<file path="src/rtl/core/htc_pkg.sv">
`default_nettype none
package htc_pkg;

  localparam int FRAC_BITS_DEF = 16;
  localparam int MAX_POLY_DEF  = 9;
  localparam int DIST_W        = 34;
  localparam logic [16:0] WEIGHT_ONE = 17'h10000;

  // plane order of the clipping passes
  localparam logic [2:0] PL_NEAR   = 3'd0;
  localparam logic [2:0] PL_FAR    = 3'd1;
  localparam logic [2:0] PL_LEFT   = 3'd2;
  localparam logic [2:0] PL_RIGHT  = 3'd3;
  localparam logic [2:0] PL_BOTTOM = 3'd4;
  localparam logic [2:0] PL_TOP    = 3'd5;

  // result status codes
  localparam logic [1:0] ST_KEEP   = 2'd0;
  localparam logic [1:0] ST_CLIP   = 2'd1;
  localparam logic [1:0] ST_REJECT = 2'd2;

  // interpolated component order
  localparam logic [2:0] LC_X  = 3'd0;
  localparam logic [2:0] LC_Y  = 3'd1;
  localparam logic [2:0] LC_Z  = 3'd2;
  localparam logic [2:0] LC_W  = 3'd3;
  localparam logic [2:0] LC_B0 = 3'd4;
  localparam logic [2:0] LC_B1 = 3'd5;
  localparam logic [2:0] LC_B2 = 3'd6;

  typedef struct packed {
    logic signed [31:0] pos_x;
    logic signed [31:0] pos_y;
    logic signed [31:0] pos_z;
    logic signed [31:0] pos_w;
  } vertex_t;

  typedef struct packed {
    logic signed [31:0] out_x;
    logic signed [31:0] out_y;
    logic signed [31:0] out_z;
    logic signed [31:0] out_w;
    logic [16:0]        bary_first;
    logic [16:0]        bary_second;
    logic [16:0]        bary_third;
    logic [1:0]         status;
    logic [2:0]         outside_mask;
    logic               last;
  } result_t;

  typedef struct packed {
    vertex_t [2:0] v;
    logic [2:0]    mask;
  } tri_t;

  // queue status seen by the front end
  typedef struct packed {
    logic full;
    logic valid;
  } qstat_t;

  function automatic logic signed [DIST_W-1:0] sx(input logic signed [31:0] a);
    sx = $signed({{(DIST_W-32){a[31]}}, a});
  endfunction

  // signed distance of a point to one frustum plane
  function automatic logic signed [DIST_W-1:0] plane_dist(
    input logic signed [31:0] x, input logic signed [31:0] y,
    input logic signed [31:0] z, input logic signed [31:0] w,
    input logic [2:0] k);
    unique case (k)
      PL_NEAR:   plane_dist = sx(z) + sx(w);
      PL_FAR:    plane_dist = sx(w) - sx(z);
      PL_LEFT:   plane_dist = sx(x) + sx(w);
      PL_RIGHT:  plane_dist = sx(w) - sx(x);
      PL_BOTTOM: plane_dist = sx(y) + sx(w);
      PL_TOP:    plane_dist = sx(w) - sx(y);
      default:   plane_dist = sx(z) + sx(w);
    endcase
  endfunction

  function automatic logic signed [31:0] neg_sat(input logic signed [31:0] a);
    neg_sat = (a == 32'sh8000_0000) ? 32'sh7fff_ffff : -a;
  endfunction

  // w placed back on the plane after a crossing
  function automatic logic signed [31:0] forced_w(
    input logic signed [31:0] x, input logic signed [31:0] y,
    input logic signed [31:0] z, input logic [2:0] k);
    unique case (k)
      PL_NEAR:   forced_w = neg_sat(z);
      PL_FAR:    forced_w = z;
      PL_LEFT:   forced_w = neg_sat(x);
      PL_RIGHT:  forced_w = x;
      PL_BOTTOM: forced_w = neg_sat(y);
      PL_TOP:    forced_w = y;
      default:   forced_w = neg_sat(z);
    endcase
  endfunction

endpackage
`default_nettype wire

</file>
<file path="src/rtl/core/htc_queue.sv">
`default_nettype none
module htc_queue
  import htc_pkg::*;
(
  input  wire logic   clk,
  input  wire logic   rst,
  input  wire logic   push,
  input  wire tri_t   push_data,
  input  wire logic   pop,
  output qstat_t      stat,
  output tri_t        pop_data
);

  tri_t       slots [2];
  logic       wp;
  logic       rp;
  logic [1:0] cnt;

  assign stat.full  = (cnt == 2'd2);
  assign stat.valid = (cnt != 2'd0);
  assign pop_data   = slots[rp];

  // hold triangles between front and back
  always_ff @(posedge clk) begin
    if (push && !stat.full) begin
      slots[wp] <= push_data;
    end
    if (rst) begin
      wp  <= 1'b0;
      rp  <= 1'b0;
      cnt <= 2'd0;
    end else begin
      if (push && !stat.full) wp <= ~wp;
      if (pop && stat.valid) rp <= ~rp;
      unique case ({push && !stat.full, pop && stat.valid})
        2'b10:   cnt <= cnt + 2'd1;
        2'b01:   cnt <= cnt - 2'd1;
        default: cnt <= cnt;
      endcase
    end
  end

endmodule
`default_nettype wire

</file>
<file path="config.mk">
export PLATFORM = sky130hd
export DESIGN_NAME = htc_queue
export DESIGN_NICKNAME = d
export VERILOG_FILES = /design/src/rtl/core/htc_pkg.sv /design/src/rtl/core/htc_queue.sv
export SDC_FILE = /design/constraint.sdc
export NUM_CORES = 1
export LEC_CHECK = 0
export ABC_AREA = 1
export ABC_CLOCK_PERIOD_IN_PS = 45400
export BUFFER_PORTS_ARGS = -buffer_cell sky130_fd_sc_hd__buf_2
export CAP_MARGIN = 15
export CORE_AREA = 2 2 305 307
export CTS_CLUSTER_DIAMETER = 60
export DETAILED_ROUTE_END_ITERATION = 7
export DIE_AREA = 0 0 307 309
export PLACE_DENSITY = 0.61
export SKIP_CTS_REPAIR_TIMING = 1
export SYNTH_ARGS = -nofsm -noshare
export SYNTH_HDL_FRONTEND = slang
export SYNTH_SLANG_ARGS = --single-unit
export TNS_END_PERCENT = 10
</file>
<file path="constraint.sdc">
create_clock -name clk -period 45.4 [get_ports clk]
set_input_delay 4.54 -clock clk [delete_from_list [all_inputs] [get_ports clk]]
set_output_delay 4.54 -clock clk [all_outputs]
set_load 0.01 [all_outputs]
</file>
Yosys cells after proc, flatten, opt, wreduce, memory -nomap -nowiden

Memory sizes are Yosys's and may differ from the RTL's. A register that Yosys moved wholly into a read port is not among the register bits.
Index checks and enable logic that the tools add are counted.

$add $sub $neg: 2
Bitwise logic cells: 2
Mux-type cells: 5
Equality and inequality tests: 3
Reductions and logical operators: 5

Operator list:

| operator            | count |
|---|---|
| $eq 2x2->1 const B  | 2 |
| $mux 1              | 4 |
| $pmux 2 s2          | 1 |
| $reduce_bool 2->1   | 2 |
| $add 2x1->2 const B | 1 |
| $eq 2x1->1 const B  | 1 |
| $logic_and 1x1->1   | 2 |
| $not 1->1           | 2 |
| $sub 2x1->2 const B | 1 |
| $logic_not 1->1     | 1 |

Memories kept: 1
Register bits: 4
Word-level logic and storage cells: 21
Input bits: 391
Bits in writable memories: 774

Memory list:

| memory | depth | width | rd ports | clocked after memory_dff | wr ports | line            | text |
|---|---|---|---|---|---|---|---|
| slots  | 2     | 387   | 1        | 1                        | 1        | htc_queue.sv:14 | `tri_t slots [2];` |

Longest topological paths before layout

Depth after elaboration: 5
Mapped depth: 10
Depth with buffers taken out: 10

Worst setup path after synthesis

OpenSTA, ideal clock, no wires.

Path kind: input to register
From: input push
To: memory slots[0][0] (netlist name) (enable)
Stages: 4
Arrival time: 20818 ps
Data required time: 44256 ps
Setup slack: 23439 ps
Path through: inv_1 nor2_1 inv_1 nor2_1

Word-level cells in the longest chain between the ends: 3

RTL lines:

| element                      | line            | text |
|---|---|---|
| from (decl)                  | htc_queue.sv:7  | `input wire logic push,` |
| $logic_and 1x1->1            | htc_queue.sv:25 | `if (push && !stat.full) begin` |
| $mux 1                       | htc_queue.sv:25 |  |
| $mux 1 (implied by the code) | htc_queue.sv:26 | `slots[wp] <= push_data;` |
| to (decl)                    | htc_queue.sv:14 |  |

Every way passes these cells.

==> summary.md <==
| Metric | Value |
|---|---|
| Sequential share of the synthesized area | `0.825` |
| Die Wd | `307 um` |
| Fin area | `36000 um^2` |
| Synthesized flop and latch total | `779` |
| Max clock buf depth | `3` |
| Post-DP HPWL | `44300 um` |
| Path type of the worst min-delay path | `register to register` |
| Die Ht | `309 um` |
| Hold path cells | `2` |
| Met1 Routed Length | `23400 um` |
| Final worst path period share | `0.184` |
| Setup repair after global routing missed its margin | `no` |
| Hold Fails Final Rpt | `0` |
| Met3 WL post-DR | `5910 um` |
| Max FO, Critical Path | `159` |
| Ys Warns | `0` |
| Placed Cells | `3179` |
| WS Path Type | `register to primary output` |
| Critical path endpoint category | `primary output` |
| Dominant cells by area after synthesis | `edfxtp_1, mux2_2, buf_6, dfxtp_1, nor2_1` |
| CTS H-tree depth | `3` |
| Commonest non-fill, non-tap cell in the layout | `buf_2` |
| MaxCap Viol Count | `0` |
| Multi-input gate area | `4470 um^2` |
| Routed Antenna Nets | `0` |
| Library cells used by synthesis | `12` |
| Total number of vias | `14495` |
| All-Layer GR Usage | `0.127` |
| Maximum vdd ir drop | `0.0446 mV` |
| Syn Nets | `1636` |
| Layout area overhead | `27.2%` |
| Dpl cell area | `33400 um^2` |
| Initial antenna violation count | `24` |
| Later-pin clock latency in the skew report | `620 ps` |
| Reg area | `23300 um^2` |
| CP startpoint kind | `register` |
| Leakage dissipation | `13.2 nW` |
| Share of the synthesized area in the top cell type | `0.821` |
| Final Total Pwr | `1.87 mW` |
| Clock transition at path regs | `60 ps` |
| HP Start | `rp$_SDFFE_PP0P_` |
| Finished Layout Cells | `3335` |
| Fmax | `0.119 GHz` |
| CTS buffer count | `83` |
| Nets | `2470` |
| Largest net degree at the start of global routing | `162` |
| Clock Sinks | `779` |
| Min Tclk post-route | `8380 ps` |
| WHS | `504 ps` |
| Reg-to-Reg Start | `cnt[0]$_SDFFE_PP0P_` |
| First-pass GRT wire length | `91100 um` |
| Worst EP arrival | `3840 ps` |
| R2R Setup Slk | `40980 ps` |
| Rel. slew slack | `0.154` |
| Synth Instances | `1244` |
| Fin Setup TNS | `0 ps` |
| Vias in the first global route | `15428` |
| Reg-to-Reg End | `slots[0][143]$_DFFE_PP_` |
| Clk_skew | `22.7 ps` |
| Die footprint | `94900 um^2` |
| Final setup viols | `0` |
| Status | `finished clean` |
| Share of cells above drive strength 1 | `0.603` |
| Core Region | `91400 um^2` |
| Worst-Margin Slew | `1270 ps` |
| Initial drt markers | `813` |
| Pwr/cell area | `52.0 nW/um^2` |
| Syn Area/Cell | `22.7 um^2` |
| Slew Limit Fails | `0` |
| TritonRoute pass-1 iters | `4` |
| Effective utilization at floorplan | `0.310` |
| Clock tree from TritonCTS | `done` |
| FP Rows | `111` |
| Number of fill cells in the layout | `8358` |
| Synth area leader | `edfxtp_1` |
| Critical Path RT | `40860 ps` |
| Mapped Area | `28300 um^2` |
| Grt ovf | `0` |
| DR vias/cell | `4.35` |
| Port Buffers | `779` |
| CTS root buf | `clkbuf_16` |
| Met2 WL | `33100 um` |
| Most frequent cells in the layout | `buf_2, edfxtp_1, mux2_2` |
| Total Routed Length | `64400 um` |
| Routed WL per cell | `19.3 um` |
| Reg2Reg Depth | `7` |
| Max layer used | `met5` |
| RD Place Congestion | `0.780` |
| I/O pins | `780` |
| DRC viols | `0` |
worst max path at each step:
stage / from / end / slack (ps) / depth (start not counted)
after detailed placement: push / slots[0][101]$_DFFE_PP_ / 36690 / 8
after global routing: register / pop_data[210] / 36860 / 4
final: register / pop_data[210] / 37020 / 4
after floorplan: push / slots[0][0]$_DFFE_PP_ / 23440 / 4
after global placement: push / slots[0][145]$_DFFE_PP_ / 36770 / 8
after CTS: register / pop_data[210] / 37020 / 4
logic make-up (layout without fill, tap and decap cells):
kind of cell,count (synthesis),in the layout,synth area share
flip-flops,779,779,0.825
multiplexers,387,387,0.154
buffers and inverters,53,947,0.0173
AND/OR/NAND/NOR,21,21,0.00287
AO/OA/AOI/OAI,3,3,0.000530
adder cells (fa/ha/maj),1,1,0.000442
other,0,11,0
sequential cells by signal, summed over array words and instances (netlist names), named ones only:
name	flops
slots	774
wp	1
cnt	2
rp	1
power by group:
group          total [mW]  switching (mW)  leakage (nW)  internal [mW]
combinational       0.329           0.186          4.66          0.143
sequential          0.899          0.0180          7.28          0.881
clock               0.644           0.262          1.27          0.381
final cells by class:
class                           count  share of cell area
Tap cell                         1186              0.0412
Sequential cell                   779               0.649
Clock buffer                       99              0.0617
Antenna cell                       11            0.000765
Inverter                           10             0.00125
Multi-Input combinational cell    412               0.124
Timing Repair Buffer              792               0.112
Clock inverter                     46              0.0105
metrics by stage:
step                setup slack [ps]  utilization
floorplan                      23440            -
CTS                            37020        0.394
finish                         37020        0.394
detailed placement             36690        0.365
global placement               36770        0.365
global route                   36860        0.394
cells in the mapped netlist (all sizes together):
cell type  count
edfxtp       774
mux2         387
buf           43
nor2          12
inv           10
nand2          8
dfxtp          5
o21ai          2
a21oi          1
ha             1
nand4          1
metal layers:
layer  up-vias  global-route usage
met1      7104               0.133
li1       6665                   -
met2       569               0.225
met4        20              0.0483
met3       137              0.0551
met5         -                   0
worst max-delay path: stages, from the launching register on:
cell and delay (ps):
dfxtp_4 680, buf_4 840, buf_12 480, mux2_2 460, buf_2 150
Power figures use the tool's default switching activity.
