[src/rtl/core/htc_pkg.sv]
`default_nettype none
package htc_pkg;

  localparam int FRAC_BITS_DEF = 16;
  localparam int MAX_POLY_DEF  = 9;
  localparam int DIST_W        = 34;
  localparam logic [16:0] WEIGHT_ONE = 17'h10000;

  // plane order of the clipping passes
  localparam logic [2:0] PL_NEAR   = 3'd0;
  localparam logic [2:0] PL_FAR    = 3'd1;
  localparam logic [2:0] PL_LEFT   = 3'd2;
  localparam logic [2:0] PL_RIGHT  = 3'd3;
  localparam logic [2:0] PL_BOTTOM = 3'd4;
  localparam logic [2:0] PL_TOP    = 3'd5;

  // result status codes
  localparam logic [1:0] ST_KEEP   = 2'd0;
  localparam logic [1:0] ST_CLIP   = 2'd1;
  localparam logic [1:0] ST_REJECT = 2'd2;

  // interpolated component order
  localparam logic [2:0] LC_X  = 3'd0;
  localparam logic [2:0] LC_Y  = 3'd1;
  localparam logic [2:0] LC_Z  = 3'd2;
  localparam logic [2:0] LC_W  = 3'd3;
  localparam logic [2:0] LC_B0 = 3'd4;
  localparam logic [2:0] LC_B1 = 3'd5;
  localparam logic [2:0] LC_B2 = 3'd6;

  typedef struct packed {
    logic signed [31:0] pos_x;
    logic signed [31:0] pos_y;
    logic signed [31:0] pos_z;
    logic signed [31:0] pos_w;
  } vertex_t;

  typedef struct packed {
    logic signed [31:0] out_x;
    logic signed [31:0] out_y;
    logic signed [31:0] out_z;
    logic signed [31:0] out_w;
    logic [16:0]        bary_first;
    logic [16:0]        bary_second;
    logic [16:0]        bary_third;
    logic [1:0]         status;
    logic [2:0]         outside_mask;
    logic               last;
  } result_t;

  typedef struct packed {
    vertex_t [2:0] v;
    logic [2:0]    mask;
  } tri_t;

  // queue status seen by the front end
  typedef struct packed {
    logic full;
    logic valid;
  } qstat_t;

  function automatic logic signed [DIST_W-1:0] sx(input logic signed [31:0] a);
    sx = $signed({{(DIST_W-32){a[31]}}, a});
  endfunction

  // signed distance of a point to one frustum plane
  function automatic logic signed [DIST_W-1:0] plane_dist(
    input logic signed [31:0] x, input logic signed [31:0] y,
    input logic signed [31:0] z, input logic signed [31:0] w,
    input logic [2:0] k);
    unique case (k)
      PL_NEAR:   plane_dist = sx(z) + sx(w);
      PL_FAR:    plane_dist = sx(w) - sx(z);
      PL_LEFT:   plane_dist = sx(x) + sx(w);
      PL_RIGHT:  plane_dist = sx(w) - sx(x);
      PL_BOTTOM: plane_dist = sx(y) + sx(w);
      PL_TOP:    plane_dist = sx(w) - sx(y);
      default:   plane_dist = sx(z) + sx(w);
    endcase
  endfunction

  function automatic logic signed [31:0] neg_sat(input logic signed [31:0] a);
    neg_sat = (a == 32'sh8000_0000) ? 32'sh7fff_ffff : -a;
  endfunction

  // w placed back on the plane after a crossing
  function automatic logic signed [31:0] forced_w(
    input logic signed [31:0] x, input logic signed [31:0] y,
    input logic signed [31:0] z, input logic [2:0] k);
    unique case (k)
      PL_NEAR:   forced_w = neg_sat(z);
      PL_FAR:    forced_w = z;
      PL_LEFT:   forced_w = neg_sat(x);
      PL_RIGHT:  forced_w = x;
      PL_BOTTOM: forced_w = neg_sat(y);
      PL_TOP:    forced_w = y;
      default:   forced_w = neg_sat(z);
    endcase
  endfunction

endpackage
`default_nettype wire

[src/rtl/core/htc_front.sv]
`default_nettype none
module htc_front
  import htc_pkg::*;
(
  input  wire logic    clk,
  input  wire logic    rst,
  input  wire logic    start,
  input  wire vertex_t vertex,
  input  wire qstat_t  qstat,
  output logic         busy,
  output logic         push,
  output tri_t         push_data
);

  vertex_t    v0;
  vertex_t    v1;
  logic [1:0] fails;
  logic [1:0] cnt;
  logic       accept;
  logic       fail_in;

  assign busy   = qstat.full;
  assign accept = start && !busy;

  // test the incoming vertex against all six planes
  always_comb begin
    fail_in = 1'b0;
    for (int k = 0; k < 6; k++) begin
      if (plane_dist(vertex.pos_x, vertex.pos_y, vertex.pos_z, vertex.pos_w,
                     3'(k)) < 0) fail_in = 1'b1;
    end
  end

  assign push           = accept && (cnt == 2'd2);
  assign push_data.v[0] = v0;
  assign push_data.v[1] = v1;
  assign push_data.v[2] = vertex;
  assign push_data.mask = {fail_in, fails};

  // gather vertices until a triangle is complete
  always_ff @(posedge clk) begin
    if (accept && cnt == 2'd0) begin
      v0       <= vertex;
      fails[0] <= fail_in;
    end
    if (accept && cnt == 2'd1) begin
      v1       <= vertex;
      fails[1] <= fail_in;
    end
    if (rst) begin
      cnt <= 2'd0;
    end else if (accept) begin
      cnt <= (cnt == 2'd2) ? 2'd0 : cnt + 2'd1;
    end
  end

endmodule
`default_nettype wire

[config.mk]
export PLATFORM = sky130hd
export DESIGN_NAME = htc_front
export DESIGN_NICKNAME = d
export VERILOG_FILES = /design/src/rtl/core/htc_pkg.sv /design/src/rtl/core/htc_front.sv
export SDC_FILE = /design/constraint.sdc
export NUM_CORES = 1
export LEC_CHECK = 0
export BUFFER_PORTS_ARGS = -buffer_cell sky130_fd_sc_hd__buf_2
export CORE_AREA = 2 2 200 202
export CTS_BUF_LIST = sky130_fd_sc_hd__clkbuf_8
export CTS_CLUSTER_SIZE = 20
export DETAILED_ROUTE_END_ITERATION = 12
export DIE_AREA = 0 0 202 204
export GPL_ROUTABILITY_DRIVEN = 0
export PLACE_DENSITY = 0.66
export SYNTH_ARGS = -nofsm -noshare
export SYNTH_HDL_FRONTEND = slang
export SYNTH_SLANG_ARGS = --single-unit
[constraint.sdc]
create_clock -name clk -period 16.8 [get_ports clk]
set_input_delay 0.84 -clock clk [delete_from_list [all_inputs] [get_ports clk]]
set_output_delay 0.84 -clock clk [all_outputs]
set_load 0.02 [all_outputs]
# Word level (Yosys, flattened, before mapping)
# Index checks and enable logic that the tools add are counted.
# totals
register_bits,260
output_inout_bits,389
# classes
addsub,7
n_lt_le_gt_ge,6
n_eq_ne,2
mux,7
reduce_logical,6
# op_table
cell,count
$lt A33 B1 Y1 const B,5
$add A32 B32 Y33,3
$sub A32 B32 Y33,3
$lt A34 B1 Y1 const B,1
$mux W1,6
$logic_and A1 B1 Y1,4
$add A2 B1 Y2 const B,1
$eq A2 B1 Y1 const B,1
$eq A2 B2 Y1 const B,1
$logic_not A2 Y1,1
$mux W2,1
$logic_not A1 Y1,1

# Logic depth before layout (Yosys ltp)
# logic_depth
word_depth,8
ltp_mapped,11
depth_no_buf,10

# Worst setup path after synthesis
# No wires, ideal clock.
# synth_path
path_type,input -> register
from,input qstat[1] in the netlist's numbering
to,register fails[1] (enable)
arrival_ns,10.471
setup_slack_ns,5.525
cell_stages,2
path_buffers,0
cell_sequence,nand2b_1 > nor3b_1
# synth_via
elab_chain_len,3
# synth_rtl
item,line,text
start: declaration,htc_front.sv:9,"input wire qstat_t qstat,"
$logic_not A1 Y1,htc_front.sv:23,assign accept = start && !busy;
$logic_and A1 B1 Y1,htc_front.sv:23,
$logic_and A1 B1 Y1,htc_front.sv:46,if (accept && cnt == 2'd1) begin
end signal: assignment,htc_front.sv:48,fails[1] <= fail_in;
end: declaration,htc_front.sv:17,logic [1:0] fails;
# Every way passes these cells.
# A chain may end at the register's enable or synchronous reset.

==> flow_metrics.py <==
metrics = {
    "status": {
        "outcome": "finished, final reports clean",
    },
    "sta": {
        "setup_violations": 0,
        "timing.final.crit_share": 0.2837,
        "slew_headroom": 0.3584,
        "tightest_slew_ns": 0.9624,
        "setup_ws_ns": 12.03,
        "rsz0062_at_grt": "false",
        "setup_tns_ns": 0,
        "fin_skew_ns": 0.02008,
        "fin_crit_ns": 4.766,
        "drv_slew": 0,
        "hold_slack_ns": 0.4190,
        "hold_viol": 0,
        "max_freq_mhz": 209.8,
    },
    "power": {
        "switchingPower_mw": 0.4094,
        "internal-power_mw": 1.091,
        "combPwrFrac": 0.158,
        "p_sw_frac": 0.2728,
        "p_leak_nw": 7.467,
        "peakVddDrop_uv": 61.76,
        "power_density_mw_per_mm2": 91.45,
        "total_power_mw": 1.501,
        "pwr-share-seq": 0.495,
        "clockPowerShare": 0.347,
    },
    "placed_design": {
        "placed_area_mm2": 0.01561,
        "pre_cts_ws_ns": 12.03,
        "numPortBuffers": 520,
        "dpl.hpwl_um": 28150,
        "dp_cells": 1921,
    },
    "logic_synthesis": {
        "synthFlopType": "edfxtp_1",
        "syn_avg_cell_area_um2": 13.26,
        "yosys_warnings": 0,
        "synth_fp_nets": 1321,
        "postSynth.asyncResetShare": 0,
        "synthCells": 1002,
        "ys_types": 51,
        "ys_seq_area_frac": 0.5861,
        "netlist_area_mm2": 0.01329,
        "synth-seq-cells": 260,
        "synth_edf_count": 258,
    },
    "clock_tree": {
        "clk_pin_slew_ns": 0.05,
        "cts_tree": "built",
        "cts_root_buf": "clkbuf_8",
        "clock_latency_ns": 0.59,
        "cts_max_level": 2,
        "cts_setup_buffers": 0,
        "cts_buffer_depth": 3,
        "cts_resized": 0,
        "cts.sinks": 260,
        "cts_buffers": 43,
        "holdBufCountCts": 0,
    },
    "cells_and_area": {
        "final-seq-area_mm2": 0.007787,
        "antenna_cells": 0,
        "design_area_mm2": 0.01641,
        "final_cells": 1999,
        "final_util": 0.4188,
        "num-fill-cells": 3701,
        "multi_input_area_mm2": 0.004071,
        "nNetsFinal": 1760,
        "drive_gt1_frac": 0.3928,
        "syn_to_final_growth_pct": 23.51,
    },
    "die": {
        "fp.dieW_um": 202,
        "coreArea_mm2": 0.03918,
        "io_pins": 522,
        "start_util": 0.3391,
        "fp-row-count": 73,
        "die_y_um": 204,
        "dieArea_mm2": 0.04121,
    },
    "critical_path": {
        "r2r_start": "cnt[1]$_SDFFE_PP0P_",
        "cpLargestDelayFamily": "compound AO/OA/AOI/OAI gates",
        "crit_type": "input port to output port",
        "reg2reg_slack_ns": 14.27,
        "cp_slowest_cell": "a211oi_1",
        "cp_common_cell": "buf_2",
        "timing.critical_path.from_type": "input port",
        "r2r-end": "push_data[120]$_DFFE_PP_",
        "slowest_delay_ns": 0.65,
        "end_kind": "output port",
        "critPathBufInv": 2,
        "path_cells": "buf_2 > ha_1 > nand4_1 > nor4_1 > a41oi_1 > a211oi_1 > o21a_1 > mux2i_1 > or3_1 > buf_2",
        "path_max_fanout": 9,
        "arrival_ns": 3.93,
        "cp.required_ns": 15.96,
        "ff2ff_path_depth": 3,
    },
    "global_route": {
        "antenna_found_initial": 0,
        "grtUsageTotal": 0.1711,
        "grt_pass1_wl_um": 53130,
        "grt_use_met2": 0.2863,
        "top_usage_layer": "met2",
        "grt_max_degree": 67,
        "use_met3": 0.04161,
        "use_met1": 0.2213,
        "grt_pass1_vias": 8800,
        "overflow": 0,
    },
    "route": {
        "drt_iter0_drc": 432,
        "ant_nets": 0,
        "num_vias": 9199,
        "drc": 0,
        "wl_per_cell_um": 18.16,
        "dr.pass1.iters": 5,
        "routed_wl_um": 36310,
        "via_per_inst": 4.602,
    },
    "min_path": {
        "min_path_cells": 2,
        "hold_class": "input port to flip-flop",
        "hold_path_end": "cnt[0]$_SDFFE_PP0P_",
        "hold_start": "rst",
    },
    "run": {
        "maxCapViolations": 0,
    },
}
## synthesized netlist by cell type, types with 5 or more instances
library cell | number | area, um2
edfxtp_1 | 258 | 7747
ha_1 | 186 | 2327
buf_4 | 130 | 975.9
inv_1 | 121 | 454.2
a21oi_1 | 69 | 345.3
nor2_1 | 42 | 157.7
nand2_1 | 26 | 97.59
nor3_1 | 16 | 80.08
o21ai_0 | 15 | 75.07
nand4_1 | 11 | 68.82
nand2b_1 | 10 | 62.56
nor4_1 | 10 | 62.56
nand3_1 | 8 | 40.04
nor2b_1 | 8 | 50.05
o21bai_1 | 6 | 45.04
o31ai_1 | 6 | 45.04
or4_1 | 6 | 45.04
a2111oi_0 | 5 | 43.79
a31oi_1 | 5 | 31.28
## placed cells by master (no fill, tap or decap), types with 5 or more instances in the layout
| cell | netlist | final |
|---|---|---|
| a2111oi_0 | 5 | 5 |
| a21oi_1 | 69 | 69 |
| a31oi_1 | 5 | 5 |
| buf_2 | 0 | 520 |
| clkbuf_8 | 0 | 45 |
| clkinv_1 | 1 | 19 |
| edfxtp_1 | 258 | 258 |
| ha_1 | 186 | 186 |
| inv_1 | 121 | 132 |
| nand2_1 | 26 | 26 |
| nand2b_1 | 10 | 10 |
| nand3_1 | 8 | 8 |
| nand4_1 | 11 | 11 |
| nor2_1 | 42 | 42 |
| nor2b_1 | 8 | 8 |
| nor3_1 | 16 | 15 |
| nor4_1 | 10 | 10 |
| o21ai_0 | 15 | 15 |
| o21bai_1 | 6 | 6 |
| o31ai_1 | 6 | 6 |
| or4_1 | 6 | 6 |
## final cells by class
class                   count  share of cell area
clock inverters            33             0.01106
repair buffers            524              0.1604
well taps                 525             0.04003
clock buffers              45             0.03774
flip-flops and latches    260              0.4745
inverters                 123             0.02813
multi-input cells         489              0.2481
## cells by family (layout without fill, tap and decap cells)
kind of cell / Yosys count / after routing / synth area share
and+or+nand+nor: 155 / 155 / 0.06083
buffers and inverters: 253 / 725 / 0.1082
adders and majority gates: 186 / 186 / 0.1752
AOI/OAI and AO/OA: 146 / 146 / 0.06818
muxes: 2 / 2 / 0.001507
DFF: 260 / 260 / 0.5861
## metal layers
| layer | wire (um) | up-vias |
|---|---|---|
| li1 | - | 4364 |
| met1 | 15750 | 4435 |
| met2 | 17610 | 352 |
| met3 | 2286 | 48 |
| met4 | 667 | 0 |
| met5 | 0 | - |
## worst max-delay path by stage
| stage | start | end | slack [ns] | cells after the start |
|---|---|---|---|---|
| CTS | vertex[28] | push_data[2] | 12.03 | 10 |
| detailed placement | vertex[28] | push_data[2] | 12.03 | 10 |
| global placement | vertex[28] | push_data[2] | 12.04 | 10 |
| floorplan | qstat[1] | fails[1]$_DFFE_PP_ | 5.53 | 2 |
| finish | vertex[28] | push_data[2] | 12.03 | 10 |
| global route | vertex[63] | push_data[2] | 11.78 | 12 |
## power by group through the flow
stage,Combinational [mW],Sequential [mW],Clock [mW]
after floorplan,0.127,0.788,0
after global placement,0.234,0.755,0
after detailed placement,0.239,0.756,0
after CTS,0.240,0.742,0.537
after global routing,0.262,0.744,0.566
final,0.237,0.742,0.521
## flip-flops by register name, summed over array words and instances, names as in the netlist
register and cells:
cnt 2, fails 2, push_data 256
(Power assumes the default switching activity.)
